### src/sv/bcg_pkg.sv
// Package for the button click gesture classifier.
// Holds the event, mode, action and register index codes and the bundles
// shared by the classifier modules. No dependencies.
`default_nettype none

package bcg_pkg;

   localparam int CFG_DATA_BITS = 16;
   localparam int CSR_INDEX_BITS = 1;

   localparam logic [CFG_DATA_BITS-1:0] LONG_PRESS_RESET = 16'd300;
   localparam logic [CFG_DATA_BITS-1:0] DOUBLE_CLICK_RESET = 16'd300;

   typedef enum logic [1:0] {
      EVT_TICK    = 2'd0,
      EVT_PRESS   = 2'd1,
      EVT_RELEASE = 2'd2,
      EVT_OTHER   = 2'd3
   } event_kind_type;

   typedef enum logic [1:0] {
      MODE_IDLE     = 2'd0,
      MODE_PRESSED  = 2'd1,
      MODE_RELEASED = 2'd2
   } mode_type;

   typedef enum logic [2:0] {
      ACT_NONE   = 3'd0,
      ACT_START  = 3'd1,
      ACT_PAUSE  = 3'd2,
      ACT_RESUME = 3'd3,
      ACT_NEXT   = 3'd4,
      ACT_PREV   = 3'd5
   } action_type;

   typedef enum logic [CSR_INDEX_BITS-1:0] {
      CSR_LONG_PRESS   = 1'd0,
      CSR_DOUBLE_CLICK = 1'd1
   } csr_index_type;

   typedef struct packed {
      event_kind_type kind;
      logic           started;
      logic           paused;
   } event_type;

   typedef struct packed {
      logic [CFG_DATA_BITS-1:0] long_press_ms;
      logic [CFG_DATA_BITS-1:0] double_click_ms;
   } cfg_type;

endpackage

`default_nettype wire

### src/sv/bcg_req_if.sv
// Input channel of the gesture classifier: one button event per transfer.
// No dependencies.
`default_nettype none

interface bcg_req_if;
   logic       valid;
   logic       ready;
   logic [1:0] event_kind;
   logic       player_started;
   logic       player_paused;

   modport source (output valid, output event_kind, output player_started,
                   output player_paused, input ready);
   modport sink (input valid, input event_kind, input player_started,
                 input player_paused, output ready);
endinterface

`default_nettype wire

### src/sv/bcg_rsp_if.sv
// Result channel of the gesture classifier: one action code per transfer.
// No dependencies.
`default_nettype none

interface bcg_rsp_if;
   logic       valid;
   logic       ready;
   logic [2:0] action;

   modport source (output valid, output action, input ready);
   modport sink (input valid, input action, output ready);
endinterface

`default_nettype wire

### src/sv/bcg_csr_if.sv
// Configuration write channel of the gesture classifier.
// No dependencies.
`default_nettype none

interface bcg_csr_if;
   logic        valid;
   logic        ready;
   logic [0:0]  index;
   logic [15:0] data;

   modport source (output valid, output index, output data, input ready);
   modport sink (input valid, input index, input data, output ready);
endinterface

`default_nettype wire

### src/sv/bcg_fsm.sv
// Gesture state machine: mode, saturating millisecond counter and action decode.
// Depends on bcg_pkg.
`default_nettype none

module bcg_fsm #(
   parameter int COUNTER_BITS = 16
) (
   input  wire logic               clock,
   input  wire logic               reset,
   input  wire logic               step,
   input  wire bcg_pkg::event_type evt,
   input  wire bcg_pkg::cfg_type   cfg,
   output bcg_pkg::action_type     action
);
   import bcg_pkg::*;

   localparam int CMP_BITS = (COUNTER_BITS > CFG_DATA_BITS) ? COUNTER_BITS : CFG_DATA_BITS;

   mode_type                mode_ff;
   mode_type                mode_in;
   logic [COUNTER_BITS-1:0] elapsed_ff;
   logic [COUNTER_BITS-1:0] elapsed_in;
   logic [COUNTER_BITS-1:0] elapsed_inc;
   logic                    window_end;
   logic                    long_press;

   assign elapsed_inc = elapsed_ff + COUNTER_BITS'(!(&elapsed_ff));
   assign window_end  = CMP_BITS'(elapsed_inc) >= CMP_BITS'(cfg.double_click_ms);
   assign long_press  = CMP_BITS'(elapsed_ff) > CMP_BITS'(cfg.long_press_ms);

   always_comb begin
      mode_in    = mode_ff;
      elapsed_in = elapsed_ff;
      case (evt.kind)
         EVT_TICK: begin
            if (mode_ff == MODE_PRESSED) begin
               elapsed_in = elapsed_inc;
            end else if (mode_ff == MODE_RELEASED) begin
               if (window_end) begin
                  mode_in    = MODE_IDLE;
                  elapsed_in = '0;
               end else begin
                  elapsed_in = elapsed_inc;
               end
            end
         end
         EVT_PRESS: begin
            if (mode_ff == MODE_PRESSED) begin
               mode_in = MODE_PRESSED;
            end else if (mode_ff == MODE_RELEASED) begin
               mode_in    = MODE_IDLE;
               elapsed_in = '0;
            end else begin
               mode_in    = MODE_PRESSED;
               elapsed_in = '0;
            end
         end
         EVT_RELEASE: begin
            if (mode_ff == MODE_PRESSED) begin
               mode_in    = long_press ? MODE_IDLE : MODE_RELEASED;
               elapsed_in = '0;
            end
         end
         default: begin
            mode_in = mode_ff;
         end
      endcase
   end

   always_comb begin
      action = ACT_NONE;
      case (evt.kind)
         EVT_TICK: begin
            if (mode_ff == MODE_RELEASED && window_end) begin
               if (!evt.started) begin
                  action = ACT_START;
               end else if (!evt.paused) begin
                  action = ACT_PAUSE;
               end else begin
                  action = ACT_RESUME;
               end
            end
         end
         EVT_PRESS: begin
            if (mode_ff == MODE_RELEASED) begin
               action = ACT_NEXT;
            end
         end
         EVT_RELEASE: begin
            if (mode_ff == MODE_PRESSED && long_press) begin
               action = ACT_PREV;
            end
         end
         default: begin
            action = ACT_NONE;
         end
      endcase
   end

   always_ff @(posedge clock) begin
      if (reset) begin
         mode_ff    <= MODE_IDLE;
         elapsed_ff <= '0;
      end else if (step) begin
         mode_ff    <= mode_in;
         elapsed_ff <= elapsed_in;
      end
   end

   a_reset_idle: assert property (@(posedge clock)
      reset |=> (mode_ff == MODE_IDLE && elapsed_ff == '0))
      else $error("state not cleared by reset");

   a_idle_counter_clear: assert property (@(posedge clock) disable iff (reset)
      (mode_ff == MODE_IDLE) |-> (elapsed_ff == '0))
      else $error("counter not zero while idle");

   a_gesture_returns_idle: assert property (@(posedge clock) disable iff (reset)
      (step && action != ACT_NONE) |=> (mode_ff == MODE_IDLE))
      else $error("mode not idle after a gesture");

   a_hold_without_step: assert property (@(posedge clock) disable iff (reset)
      !step |=> ($stable(mode_ff) && $stable(elapsed_ff)))
      else $error("state changed without an accepted event");

endmodule

`default_nettype wire

### src/sv/button_click_gesture_classifier.sv
// The action for an event is registered and offered in the cycle after its transfer.
// Throughput: one event per cycle; the output register lets a new event in
// while the previous action waits, as long as that action is taken the same cycle.
// Reset clears the mode, the counter and the output valid, and sets both
// timing registers to 300 ms. Depends on bcg_pkg, bcg_fsm and the channel interfaces.
`default_nettype none

module button_click_gesture_classifier #(
   parameter int COUNTER_BITS = 16
) (
   input wire logic clock,
   input wire logic reset,
   bcg_req_if.sink   req,
   bcg_rsp_if.source rsp,
   bcg_csr_if.sink   csr
);
   import bcg_pkg::*;

   logic       rsp_valid_ff;
   action_type action_ff;
   action_type action;
   logic       step;
   cfg_type    cfg_ff;
   event_type  evt;

   assign req.ready = !rsp_valid_ff || rsp.ready;
   assign step      = req.valid && req.ready;
   assign csr.ready = 1'b1;

   assign evt.kind    = event_kind_type'(req.event_kind);
   assign evt.started = req.player_started;
   assign evt.paused  = req.player_paused;

   bcg_fsm #(
      .COUNTER_BITS(COUNTER_BITS)
   ) u_fsm (
      .clock (clock),
      .reset (reset),
      .step  (step),
      .evt   (evt),
      .cfg   (cfg_ff),
      .action(action)
   );

   always_ff @(posedge clock) begin
      if (reset) begin
         cfg_ff.long_press_ms   <= LONG_PRESS_RESET;
         cfg_ff.double_click_ms <= DOUBLE_CLICK_RESET;
      end else if (csr.valid) begin
         case (csr_index_type'(csr.index))
            CSR_LONG_PRESS:   cfg_ff.long_press_ms <= csr.data;
            CSR_DOUBLE_CLICK: cfg_ff.double_click_ms <= csr.data;
            default:          cfg_ff <= cfg_ff;
         endcase
      end
   end

   always_ff @(posedge clock) begin
      if (reset) begin
         rsp_valid_ff <= 1'b0;
      end else if (req.ready) begin
         rsp_valid_ff <= req.valid;
      end
   end

   always_ff @(posedge clock) begin
      if (step) begin
         action_ff <= action;
      end
   end

   assign rsp.valid  = rsp_valid_ff;
   assign rsp.action = action_ff;

endmodule

`default_nettype wire

### src/flat_wrapper.sv
// flat-port wrapper written by rule: the top's interface ports become plain ports
module button_click_gesture_classifier_flat import bcg_pkg::*;
#(
   parameter int COUNTER_BITS = 16
)
  (clock, reset, req_valid, req_event_kind, req_player_started, req_player_paused, req_ready, rsp_valid, rsp_action, rsp_ready, csr_valid, csr_index, csr_data, csr_ready);
  bcg_req_if req_i ();
  bcg_rsp_if rsp_i ();
  bcg_csr_if csr_i ();
  input wire logic clock;
  input wire logic reset;
  input wire logic [$bits(req_i.valid)-1:0] req_valid;
  input wire logic [$bits(req_i.event_kind)-1:0] req_event_kind;
  input wire logic [$bits(req_i.player_started)-1:0] req_player_started;
  input wire logic [$bits(req_i.player_paused)-1:0] req_player_paused;
  output wire logic [$bits(req_i.ready)-1:0] req_ready;
  output wire logic [$bits(rsp_i.valid)-1:0] rsp_valid;
  output wire logic [$bits(rsp_i.action)-1:0] rsp_action;
  input wire logic [$bits(rsp_i.ready)-1:0] rsp_ready;
  input wire logic [$bits(csr_i.valid)-1:0] csr_valid;
  input wire logic [$bits(csr_i.index)-1:0] csr_index;
  input wire logic [$bits(csr_i.data)-1:0] csr_data;
  output wire logic [$bits(csr_i.ready)-1:0] csr_ready;
  assign req_i.valid = req_valid;
  assign req_i.event_kind = req_event_kind;
  assign req_i.player_started = req_player_started;
  assign req_i.player_paused = req_player_paused;
  assign req_ready = req_i.ready;
  assign rsp_valid = rsp_i.valid;
  assign rsp_action = rsp_i.action;
  assign rsp_i.ready = rsp_ready;
  assign csr_i.valid = csr_valid;
  assign csr_i.index = csr_index;
  assign csr_i.data = csr_data;
  assign csr_ready = csr_i.ready;
  button_click_gesture_classifier #(.COUNTER_BITS(COUNTER_BITS)) u_core (.clock(clock), .reset(reset), .req(req_i), .rsp(rsp_i), .csr(csr_i));
endmodule
### config.mk
export PLATFORM = sky130hd
export DESIGN_NAME = button_click_gesture_classifier_flat
export DESIGN_NICKNAME = d
export VERILOG_FILES = /design/src/sv/bcg_pkg.sv /design/src/sv/bcg_req_if.sv /design/src/sv/bcg_rsp_if.sv /design/src/sv/bcg_csr_if.sv /design/src/sv/bcg_fsm.sv /design/src/sv/button_click_gesture_classifier.sv /design/src/flat_wrapper.sv
export SDC_FILE = /design/constraint.sdc
export NUM_CORES = 1
export LEC_CHECK = 0
export ABC_CLOCK_PERIOD_IN_PS = 5300
export BUFFER_PORTS_ARGS = -buffer_cell sky130_fd_sc_hd__buf_2
export CAP_MARGIN = 20
export CORE_MARGIN = 2
export CORE_UTILIZATION = 41
export CTS_CLUSTER_DIAMETER = 60
export DETAILED_ROUTE_END_ITERATION = 8
export REMOVE_ABC_BUFFERS = 1
export SLEW_MARGIN = 20
export SYNTH_ARGS = -nofsm -noshare
export SYNTH_HDL_FRONTEND = slang
export SYNTH_SLANG_ARGS = --single-unit
### constraint.sdc
create_clock -name clock -period 5.3 [get_ports clock]
set_input_delay 0.795 -clock clock [delete_from_list [all_inputs] [get_ports clock]]
set_output_delay 0.795 -clock clock [all_outputs]
set_load 0.01 [all_outputs]
== Yosys cells after proc, flatten, opt, wreduce, memory -nomap -nowiden ==
Cells that the tools add are included.

* Register bits: 54
* Word-level logic and storage cells: 53

* $add $sub $neg: 1
* Order comparisons: 2
* Equality and inequality tests: 10
* Mux-type cells: 20
* Bitwise operators: 1
* Reduce and logical (&&, ||, !) cells: 13

{| class="wikitable"
|+ Operators with widths
! cell !! number
|-
| $mux 16 || 5
|-
| $pmux 16 s3 || 1
|-
| $add 16x1->16 || 1
|-
| $ge 16x16->1 || 1
|-
| $gt 16x16->1 || 1
|-
| $reduce_and 16->1 || 1
|-
| $mux 2 || 7
|-
| $ne 2x2->1 const B || 5
|-
| $pmux 3 s3 || 1
|-
| $mux 3 || 2
|-
| $pmux 2 s3 || 1
|-
| $reduce_and 6->1 || 1
|-
| $reduce_and 5->1 || 1
|-
| $eq 2x1->1 const B || 2
|-
| $eq 2x2->1 const B || 2
|-
| $reduce_and 2->1 || 2
|-
| $logic_and 1x1->1 || 3
|-
| $mux 1 || 3
|-
| $ne 3x3->1 const B || 1
|-
| $reduce_bool 3->1 || 1
|-
| $logic_not 1->1 || 2
|-
| $logic_not 2->1 || 1
|-
| $logic_or 1x1->1 || 1
|-
| $not 1->1 || 1
|}

== Depth between registers and ports, before layout ==
Gate-level depths: netlist of run 1.

* Depth after elaboration: 8
* Depth in mapped cells: 16

== By module ==
Synthesis of run 1 repeated with hierarchy kept, for this count alone.

* Cell total of the unflattened synthesis: 411
* Area, all modules: 3519.6 um^2

{| class="wikitable"
|+ By module, submodules not included
! module !! times used !! cells an instance !! area each (um^2) !! sequential area each (um^2)
|-
| bcg_fsm || 1 || 275 || 2021.9 || 360.3
|-
| button_click_gesture_classifier || 1 || 136 || 1497.7 || 750.7
|}

== Worst setup path after synthesis of run 1 ==
Ideal clock, no wire load.

* Kind: register to register
* Start point: reg u_core.u_fsm.elapsed_ff[11]
* End point: reg u_core.u_fsm.mode_ff[0]
* Arrival time: 3.243 ns
* Required time: 5.228 ns
* Slack: 1.985 ns
* Stages on the path, launching flop included: 17
* Path buffers: 1
* Path through: dfxtp_1 > and4_1 > and3_1 > nand4_1 > ha_1 > ha_1 > nand3_1 > and2_1 > or2_2 > ha_1 > nand4_1 > nor3_1 > a211o_1 > a211oi_2 > buf_4 > a21oi_2 > mux2i_1

* Word-level cells in the longest chain between the ends: 6

{| class="wikitable"
|+ RTL lines
! what !! line !! RTL
|-
| start: declaration || bcg_fsm.sv:21 || <nowiki>logic [COUNTER_BITS-1:0] elapsed_ff;</nowiki>
|-
| start signal: assignment || bcg_fsm.sv:106 || <nowiki>elapsed_ff <= elapsed_in;</nowiki>
|-
| $reduce_and 16->1 || bcg_fsm.sv:27 || <nowiki>assign elapsed_inc = elapsed_ff + COUNTER_BITS'(!(&elapsed_ff));</nowiki>
|-
| $logic_not 1->1 || bcg_fsm.sv:27 ||
|-
| $add 16x1->16 (*) || bcg_fsm.sv:27 ||
|-
| $ge 16x16->1 (*) || bcg_fsm.sv:28 || <nowiki>assign window_end = CMP_BITS'(elapsed_inc) >= CMP_BITS'(cfg.double_click_ms);</nowiki>
|-
| $ne 2x2->1 (no line) (*) || -- ||
|-
| $reduce_and 6->1 (no line) (*) || -- ||
|-
| end signal: assignment || bcg_fsm.sv:105 || <nowiki>mode_ff <= mode_in;</nowiki>
|-
| end: declaration || bcg_fsm.sv:19 || <nowiki>mode_type mode_ff;</nowiki>
|}

Every way passes the cells marked *; elsewhere a longest branch is shown, timed or not.
A chain may end at the register's enable or synchronous reset.

== Worst setup path after layout of run 1 ==
* Start point: reg u_core.u_fsm.elapsed_ff[11]
* End point: reg u_core.u_fsm.elapsed_ff[9]

* Word-level cells in the longest chain between the ends: 8

{| class="wikitable"
|+ RTL lines
! what !! line !! RTL
|-
| $reduce_and 16->1 || bcg_fsm.sv:27 ||
|-
| $logic_not 1->1 || bcg_fsm.sv:27 ||
|-
| $add 16x1->16 (*) || bcg_fsm.sv:27 ||
|-
| $ge 16x16->1 || bcg_fsm.sv:28 ||
|-
| $mux 16 || bcg_fsm.sv:39 || <nowiki>if (window_end) begin</nowiki>
|-
| $mux 16 || bcg_fsm.sv:38 || <nowiki>end else if (mode_ff == MODE_RELEASED) begin</nowiki>
|-
| $mux 16 (*) || bcg_fsm.sv:36 || <nowiki>if (mode_ff == MODE_PRESSED) begin</nowiki>
|-
| $pmux 16 s3 (*) || bcg_fsm.sv:34 || <nowiki>case (evt.kind)</nowiki>
|}

Every way passes the cells marked *; elsewhere a longest branch is shown, timed or not. The select of a mux whose other input is x is not followed.

==> summary.md, run 1 <==
| Metric | Value |
|---|---|
| Outcome | complete, no violations |
| Number of synthesized flops with an enable pin | 3 |
| Cell with the most instances after synthesis | nand2_1 |
| H-tree depth | 2 |
| Min-delay src | u_core.cfg_ff[13]$_SDFFE_PP0P_ |
| Clock share of power | 0.314 |
| Cell with the largest stage delay on the worst path | a211oi_2 |
| Die area | 8620 um2 |
| Initial antenna violation count | 0 |
| Largest net degree at the start of global routing | 41 |
| Initial core utilization | 0.421 |
| Min-Delay Path Class | reg2reg |
| Chip Height | 92.8 um |
| Worst reg2reg startpoint | u_core.u_fsm.elapsed_ff[11]$_SDFFE_PP0P_ |
| CTS hold repair buffers | 0 |
| Ranking of synthesized cells by area | dfxtp_1 (32%), ha_1 (16%), nand2_1 (10%) |
| Worst R2R End | u_core.u_fsm.elapsed_ff[9]$_SDFFE_PP0P_ |
| Internal power | 564 uW |
| Type of origin of the critical path | flop |
| ANT nets after route | 0 |
| Distinct cell type count after synthesis | 50 |
| WL per Instance | 14.1 um |
| Die Width | 92.8 um |
| Mapped Area | 3240 um2 |
| Share of layout cells above drive strength 1 | 0.120 |
| # fillers | 815 |
| Nets | 492 |
| CP Data Required Time | 5.55 ns |
| CP Max Fanout | 12 |
| # rows | 32 |
| Final total negative setup slack | 0 ns |
| FF+latch count, synth | 54 |
| Area grow syn2layout | 9.86% |
| Gr usage total | 0.183 |
| GR Overflow Total | 0 |
| FMAX | 233 MHz |
| Top_reg_cell synth | dfxtp_1 |
| Final hold violations | 0 |
| Asr flop ratio synth | 0 |
| Vias in the first global route | 2,650 |
| Max IR drop VDD | 97.4 uV |
| Slowest stage delay, CP | 0.72 ns |
| Min cycle time layout | 4.28 ns |
| Core area | 7690 um2 |
| Post-synth top area share | 0.316 |
| Top cells by count, synth | nand2_1 (88), dfxtp_1 (51), ha_1 (41) |
| Slew @ Worst Pin | 0.910 ns |
| Switching portion of total power | 0.261 |
| Diode count | 0 |
| Largest delay share family, worst path | compound AO/OA/AOI/OAI gates |
| GP Congestion | 0.845 |
| Clk_skew | 0.00907 ns |
| Slew margin rel. | 0.392 |
| WL final | 7410 um |
| IO buf count | 30 |
| Combinational power share | 0.121 |
| Post-CTS resize count | 0 |
| Root buf cell | clkbuf_8 |
| Post-CTS setup buffers | 0 |
| R2R depth | 15 |
| CP Capture Type | flop |
| PD cells | 215 nW/um2 |
| Seq/Total Area, Yosys | 0.343 |
| Final setup vio count | 0 |
| Hold slack | 0.459 ns |
| CP Class | reg2reg |
| Max Cap Violations | 0 |
| Critical Path Start | u_core.u_fsm.elapsed_ff[11]$_SDFFE_PP0P_ |
| Tcrit/Tclk final | 0.808 |
| Arr. time, crit path | 4.54 ns |
| RSZ-0062 raised after global routing | false |
| Static Leak | 1.59 nW |
| Slew Limit Fails | 0 |
| Buf/Inv on CP | 0 |
| Hold Path End | u_core.cfg_ff[13]$_SDFFE_PP0P_ |
| HPWL Detailed | 5560 um |
| Sw Pwr | 199 uW |
| Initial DRC Count | 181 |
| Reg power frac | 0.565 |
| Reg-to-reg slack, setup | 1.02 ns |
| CTS tree | done |
| DRC | 0 |
| Drt pass-1 iters | 6 |
| Critical Path Most Common Cell | ha_1 |
| Clock latency on the worst-skew pair | 0.31 ns |
| Yosys warning count | 0 |
| First-pass GRT wire length | 12,600 um |
| Num CTS Buffers | 5 |
| Worst-case clock buffer depth | 2 |
| Vias per cell | 5.27 |
| Synth area leader | dfxtp_1 |
| CP cell instances | and4_1 > and3_1 > nand4_1 > ha_1 > ha_1 > nand3_1 > and2_1 > or2_2 > ha_1 > nand4_1 > nor3_1 > a211o_1 > a211oi_2 > o21a_1 > a22o_1 |
| Cells on Worst Hold Path | 2 |
| Via count | 2,776 |
| Num ports | 32 |
| Syn avg cell area | 8.09 um2 |
| Clock sink count | 54 |
| Clock-pin slew on the worst setup and hold paths | 0.09 ns |
| Cells after Synth | 400 |
## cell type report
type | instances | area [um2] | share of cell area
clock buffers | 7 | 86.3 | 0.0243
inverters | 40 | 150 | 0.0422
multi-input cells | 292 | 1910 | 0.539
flip-flops and latches | 54 | 1110 | 0.313
well taps | 102 | 128 | 0.0359
repair buffers | 32 | 165 | 0.0465
## metrics by stage
stage	worst slack (ns)	util	total power [mW]	area, um2	instances
after floorplan	1.77	-	0.496	3180	386
after global placement	1.19	0.451	0.532	3470	520
after detailed placement	1.08	0.451	0.533	3470	520
after CTS	1.03	0.462	0.769	3550	527
after global routing	0.675	0.462	0.799	3550	527
final	1.02	0.462	0.763	3550	527
## flip-flops by register name (all words and copies together) (netlist names)
signal,flops
u_core.cfg_ff,32
u_core.rsp.action,3
u_core.rsp.valid,1
u_core.u_fsm.elapsed_ff,16
u_core.u_fsm.mode_ff,2
## layout by cell type, fill, tap and decap left out, drive strengths merged, types with 8 or more instances in the layout
cell type | Yosys | layout
nor2 | 12 | 12
nand2 | 88 | 88
inv | 40 | 40
a21oi | 36 | 36
nand3 | 10 | 10
buf | 2 | 32
a22o | 8 | 8
dfxtp | 51 | 51
ha | 41 | 41
## worst reg2reg max path: cells and delay by family, from the launching register on
family,cells,cell delay [ns]
AO/OA/AOI/OAI,4,1.57
AND/OR/NAND/NOR,8,1.47
adder cells (fa/ha/maj),3,0.82
flip-flops,1,0.38
## layer usage
metal	wire, um	share of wire	vias to the layer above	global-route usage
met1	3640	0.49	1281	0.258
met5	0	0	-	0
met3	372	0.050	7	0.0252
li1	-	-	1420	-
met4	89	0.012	0	0.0490
met2	3300	0.45	68	0.292
## worst max-delay path by stage
stage,end,slack [ns],cells past startpoint
6_report,u_core.u_fsm.elapsed_ff[9]$_SDFFE_PP0P_,1.02,15
3_5_place_dp,u_core.u_fsm.elapsed_ff[9]$_SDFFE_PP0P_,1.08,15
2_1_floorplan,u_core.u_fsm.elapsed_ff[13]$_SDFFE_PP0P_,1.77,15
5_1_grt,u_core.u_fsm.elapsed_ff[13]$_SDFFE_PP0P_,0.67,15
3_3_place_gp,u_core.u_fsm.elapsed_ff[3]$_SDFFE_PP0P_,1.19,15
4_1_cts,u_core.u_fsm.elapsed_ff[9]$_SDFFE_PP0P_,1.03,15
## power groups by stage
stage	sequential (mW)	combinational, mW	clock (mW)
2_1_floorplan	0.439	0.0566	0
3_3_place_gp	0.440	0.0917	0
3_5_place_dp	0.440	0.0926	0
4_1_cts	0.431	0.0933	0.245
5_1_grt	0.433	0.107	0.259
6_report	0.431	0.0925	0.239
## kinds of logic after synthesis
logic type               Yosys count  synth area share
AO/OA/AOI/OAI                     80             0.171
XOR/XNOR                           9            0.0244
adder cells (fa/ha/maj)           41             0.159
buffers and inverters             54            0.0650
flip-flops                        54             0.343
multiplexers                       1           0.00309
other                              1           0.00116
AND/OR/NAND/NOR                  160             0.234
Power figures use the tool's default switching activity.
==> run 2, diff against run 1 <==
--- a/config.mk
+++ b/config.mk
@@ -5,7 +5,7 @@
 export SDC_FILE = /design/constraint.sdc
 export NUM_CORES = 1
 export LEC_CHECK = 0
-export ABC_CLOCK_PERIOD_IN_PS = 5300
+export ABC_CLOCK_PERIOD_IN_PS = 3650
 export BUFFER_PORTS_ARGS = -buffer_cell sky130_fd_sc_hd__buf_2
 export CAP_MARGIN = 20
 export CORE_MARGIN = 2
==> constraint.sdc (replaced) <==
create_clock -name clock -period 3.65 [get_ports clock]
set_input_delay 0.5475 -clock clock [delete_from_list [all_inputs] [get_ports clock]]
set_output_delay 0.5475 -clock clock [all_outputs]
set_load 0.01 [all_outputs]
==> summary.md, run 2 (synthesis gave the netlist of run 1 again) <==
| Metric | Value |
|---|---|
| Outcome | complete, no violations (unchanged) |
| Tcrit/Tclk final | 0.959 (was 0.808) |
| Clock-pin slew on the worst setup and hold paths | 0.10 ns (was 0.09 ns) |
| Sequential Area | 1110 um2 (unchanged) |
| Layout Cells excl Fill | 542 (was 527) |
| CTS tree | done (unchanged) |
| Buf/Inv on CP | 2 (was 0) |
| Clk_skew | 0.00352 ns (was 0.00907 ns) |
| Largest Register | u_core.cfg_ff (unchanged) |
| CP Class | reg2reg (unchanged) |
| GP Congestion | 0.880 (was 0.845) |
| Commonest non-fill, non-tap cell in the layout | nand2_1 (unchanged) |
| Post-CTS setup buffers | 0 (unchanged) |
| Final setup vio count | 0 (unchanged) |
| Clock latency on the worst-skew pair | 0.31 ns (about the same) |
| Die Width | 92.8 um (unchanged) |
| Internal power | 862 uW (was 564 uW) |
| Share of layout cells above drive strength 1 | 0.166 (was 0.120) |
| Most frequent cells in the layout | nand2_1 (88), dfxtp_1 (51), inv_1 (40), ha_1 (39), a21oi_1 (35) (was nand2_1 (88), dfxtp_1 (51), ha_1 (41), inv_1 (40), a21oi_1 (35)) |
| Gr usage total | 0.191 (was 0.183) |
| Diode count | 0 (unchanged) |
| DRC | 0 (unchanged) |
| Worst-case clock buffer depth | 2 (unchanged) |
| Chip Height | 92.8 um (unchanged) |
| RSZ-0062 raised after global routing | true (was false) |
| Min-Delay Path Class | in2reg (was reg2reg) |
| Final hold violations | 0 (unchanged) |
| CP Max Fanout | 11 (was 12) |
| Slew margin rel. | 0.493 (was 0.392) |
| Min cycle time layout | 3.50 ns (was 4.28 ns) |
| Sw Pwr | 296 uW (was 199 uW) |
| PD cells | 311 nW/um2 (was 215 nW/um2) |
| Max FFs per register | 32 (unchanged) |
| Max Cap Violations | 0 (unchanged) |
| Switching portion of total power | 0.256 (was 0.261) |
| FMAX | 286 MHz (was 233 MHz) |
| Combinational power share | 0.120 (was 0.121) |
| Slew @ Worst Pin | 0.761 ns (was 0.910 ns) |
| # rows | 32 (unchanged) |
| # fillers | 808 (was 815) |
| ANT nets after route | 0 (unchanged) |
| WL final | 7720 um (was 7410 um) |
| Slew Limit Fails | 0 (unchanged) |
| Static Leak | 1.69 nW (was 1.59 nW) |
| Reg-to-reg slack, setup | 0.15 ns (was 1.02 ns) |
| Slowest stage delay, CP | 0.32 ns (was 0.72 ns) |
| Initial antenna violation count | 0 (unchanged) |
| CP Data Required Time | 3.72 ns (was 5.55 ns) |
| H-tree depth | 2 (unchanged) |
| Clock sink count | 54 (unchanged) |
| Core area | 7690 um2 (unchanged) |
| Util after Layout | 0.485 (was 0.462) |
| HPWL Detailed | 5960 um (was 5560 um) |
| Die area | 8620 um2 (unchanged) |
| Vias in the first global route | 2,721 (was 2,650) |
| Num ports | 32 (unchanged) |
| Placed instance count | 535 (was 520) |
| Via count | 2,841 (was 2,776) |
| Largest net degree at the start of global routing | 41 (unchanged) |
| Type of origin of the critical path | flop (unchanged) |
| Hold slack | 0.449 ns (was 0.459 ns) |
| GR Overflow Total | 0 (unchanged) |
| Vias per cell | 5.24 (was 5.27) |
| Initial DRC Count | 181 (unchanged) |
| Reg power frac | 0.540 (was 0.565) |
| Cell with the largest stage delay on the worst path | dfxtp_1 (was a211oi_2) |
| Area occupied by multi-input gates | 1950 um2 (was 1910 um2) |
| Root buf cell | clkbuf_8 (unchanged) |
| Final instance area | 3730 um2 (was 3550 um2) |
| CP cell instances | and4_1 > and3_1 > nand4_1 > ha_2 > nand2_1 > nor3_1 > buf_4 > nand4_1 > xnor2_1 > ha_1 > a21oi_1 > o21bai_1 > a211o_1 > a211oi_2 > buf_6 > a211o_1 > a21oi_1 (was and4_1 > and3_1 > nand4_1 > ha_1 > ha_1 > nand3_1 > and2_1 > or2_2 > ha_1 > nand4_1 > nor3_1 > a211o_1 > a211oi_2 > o21a_1 > a22o_1) |
| Nets | 507 (was 492) |
| Drt pass-1 iters | 4 (was 6) |
| IO buf count | 30 (unchanged) |
| Area grow syn2layout | 15.2% (was 9.86%) |
| Largest delay share family, worst path | simple AND/OR/NAND/NOR gates (was compound AO/OA/AOI/OAI gates) |
| Arr. time, crit path | 3.57 ns (was 4.54 ns) |
| First-pass GRT wire length | 13,100 um (was 12,600 um) |
| Max IR drop VDD | 144 uV (was 97.4 uV) |
| Clock share of power | 0.340 (was 0.314) |
| Power, Total | 1.16 mW (was 763 uW) |
| WL per Instance | 14.2 um (was 14.1 um) |
| Initial core utilization | 0.421 (unchanged) |
| Dpl cell area | 3580 um2 (was 3470 um2) |
| CP Capture Type | flop (unchanged) |
| Num CTS Buffers | 5 (unchanged) |
## run 2: worst paths after layout
check | startpoint | to | depth (start not counted)
worst max-delay path | u_core.u_fsm.elapsed_ff[11]$_SDFFE_PP0P_ | u_core.rsp.action[0]$_DFFE_PP_ | 17
worst min-delay path | csr_data[5] | u_core.cfg_ff[21]$_SDFFE_PP1P_ | 2
worst max register to register | u_core.u_fsm.elapsed_ff[11]$_SDFFE_PP0P_ | u_core.rsp.action[0]$_DFFE_PP_ | 17
worst min register to register | u_core.cfg_ff[22]$_SDFFE_PP0P_ | u_core.cfg_ff[22]$_SDFFE_PP0P_ | 2
## run 2: area by class of cell
| cell class | instances | share of cell area |
|---|---|---|
| Clock buffer | 7 | 0.0289 |
| Inverter | 40 | 0.0403 |
| Multi-Input combinational cell | 292 | 0.523 |
| Sequential cell | 54 | 0.298 |
| Tap cell | 102 | 0.0343 |
| Timing Repair Buffer | 47 | 0.0756 |
## run 2: power groups by stage
stage | clock network (mW) | registers (mW) | logic (mW)
floorplan | 0 | 0.638 | 0.0822
global placement | 0 | 0.638 | 0.134
CTS | 0.405 | 0.626 | 0.138
finish | 0.394 | 0.625 | 0.139
global route | 0.427 | 0.628 | 0.160
detailed placement | 0 | 0.639 | 0.137
## run 2: through the flow
step | setup WS, ns | TNS (ns)
finish | 0.149 | 0
global route | -0.0531 | -0.0535
CTS | 0.0237 | 0
detailed placement | -0.00394 | -0.00394
global placement | 0.111 | 0
floorplan | 0.123 | 0
## run 2: what timing repair did
action / in CTS / in global routing
pin swaps: 0 / 1
hold buffers: 0 / 0
gates resized for setup: 1 / 7
setup endpoints to repair: 1 / 20
## run 2: routing by layer
metal	GRT usage	vias to the layer above	wire [um]
met3	0.0252	8	286
li1	-	1444	-
met2	0.311	60	3590
met4	0.0502	0	94
met5	0	-	0
met1	0.266	1329	3750
## run 2: worst reg2reg max path: stages, from the launching register on
cell	delay, ns
dfxtp_1	0.32
and4_1	0.21
and3_1	0.22
nand4_1	0.10
ha_2	0.23
nand2_1	0.07
nor3_1	0.19
buf_4	0.16
nand4_1	0.17
xnor2_1	0.23
ha_1	0.28
a21oi_1	0.16
o21bai_1	0.08
a211o_1	0.24
a211oi_2	0.24
buf_6	0.20
a211o_1	0.11
a21oi_1	0.06
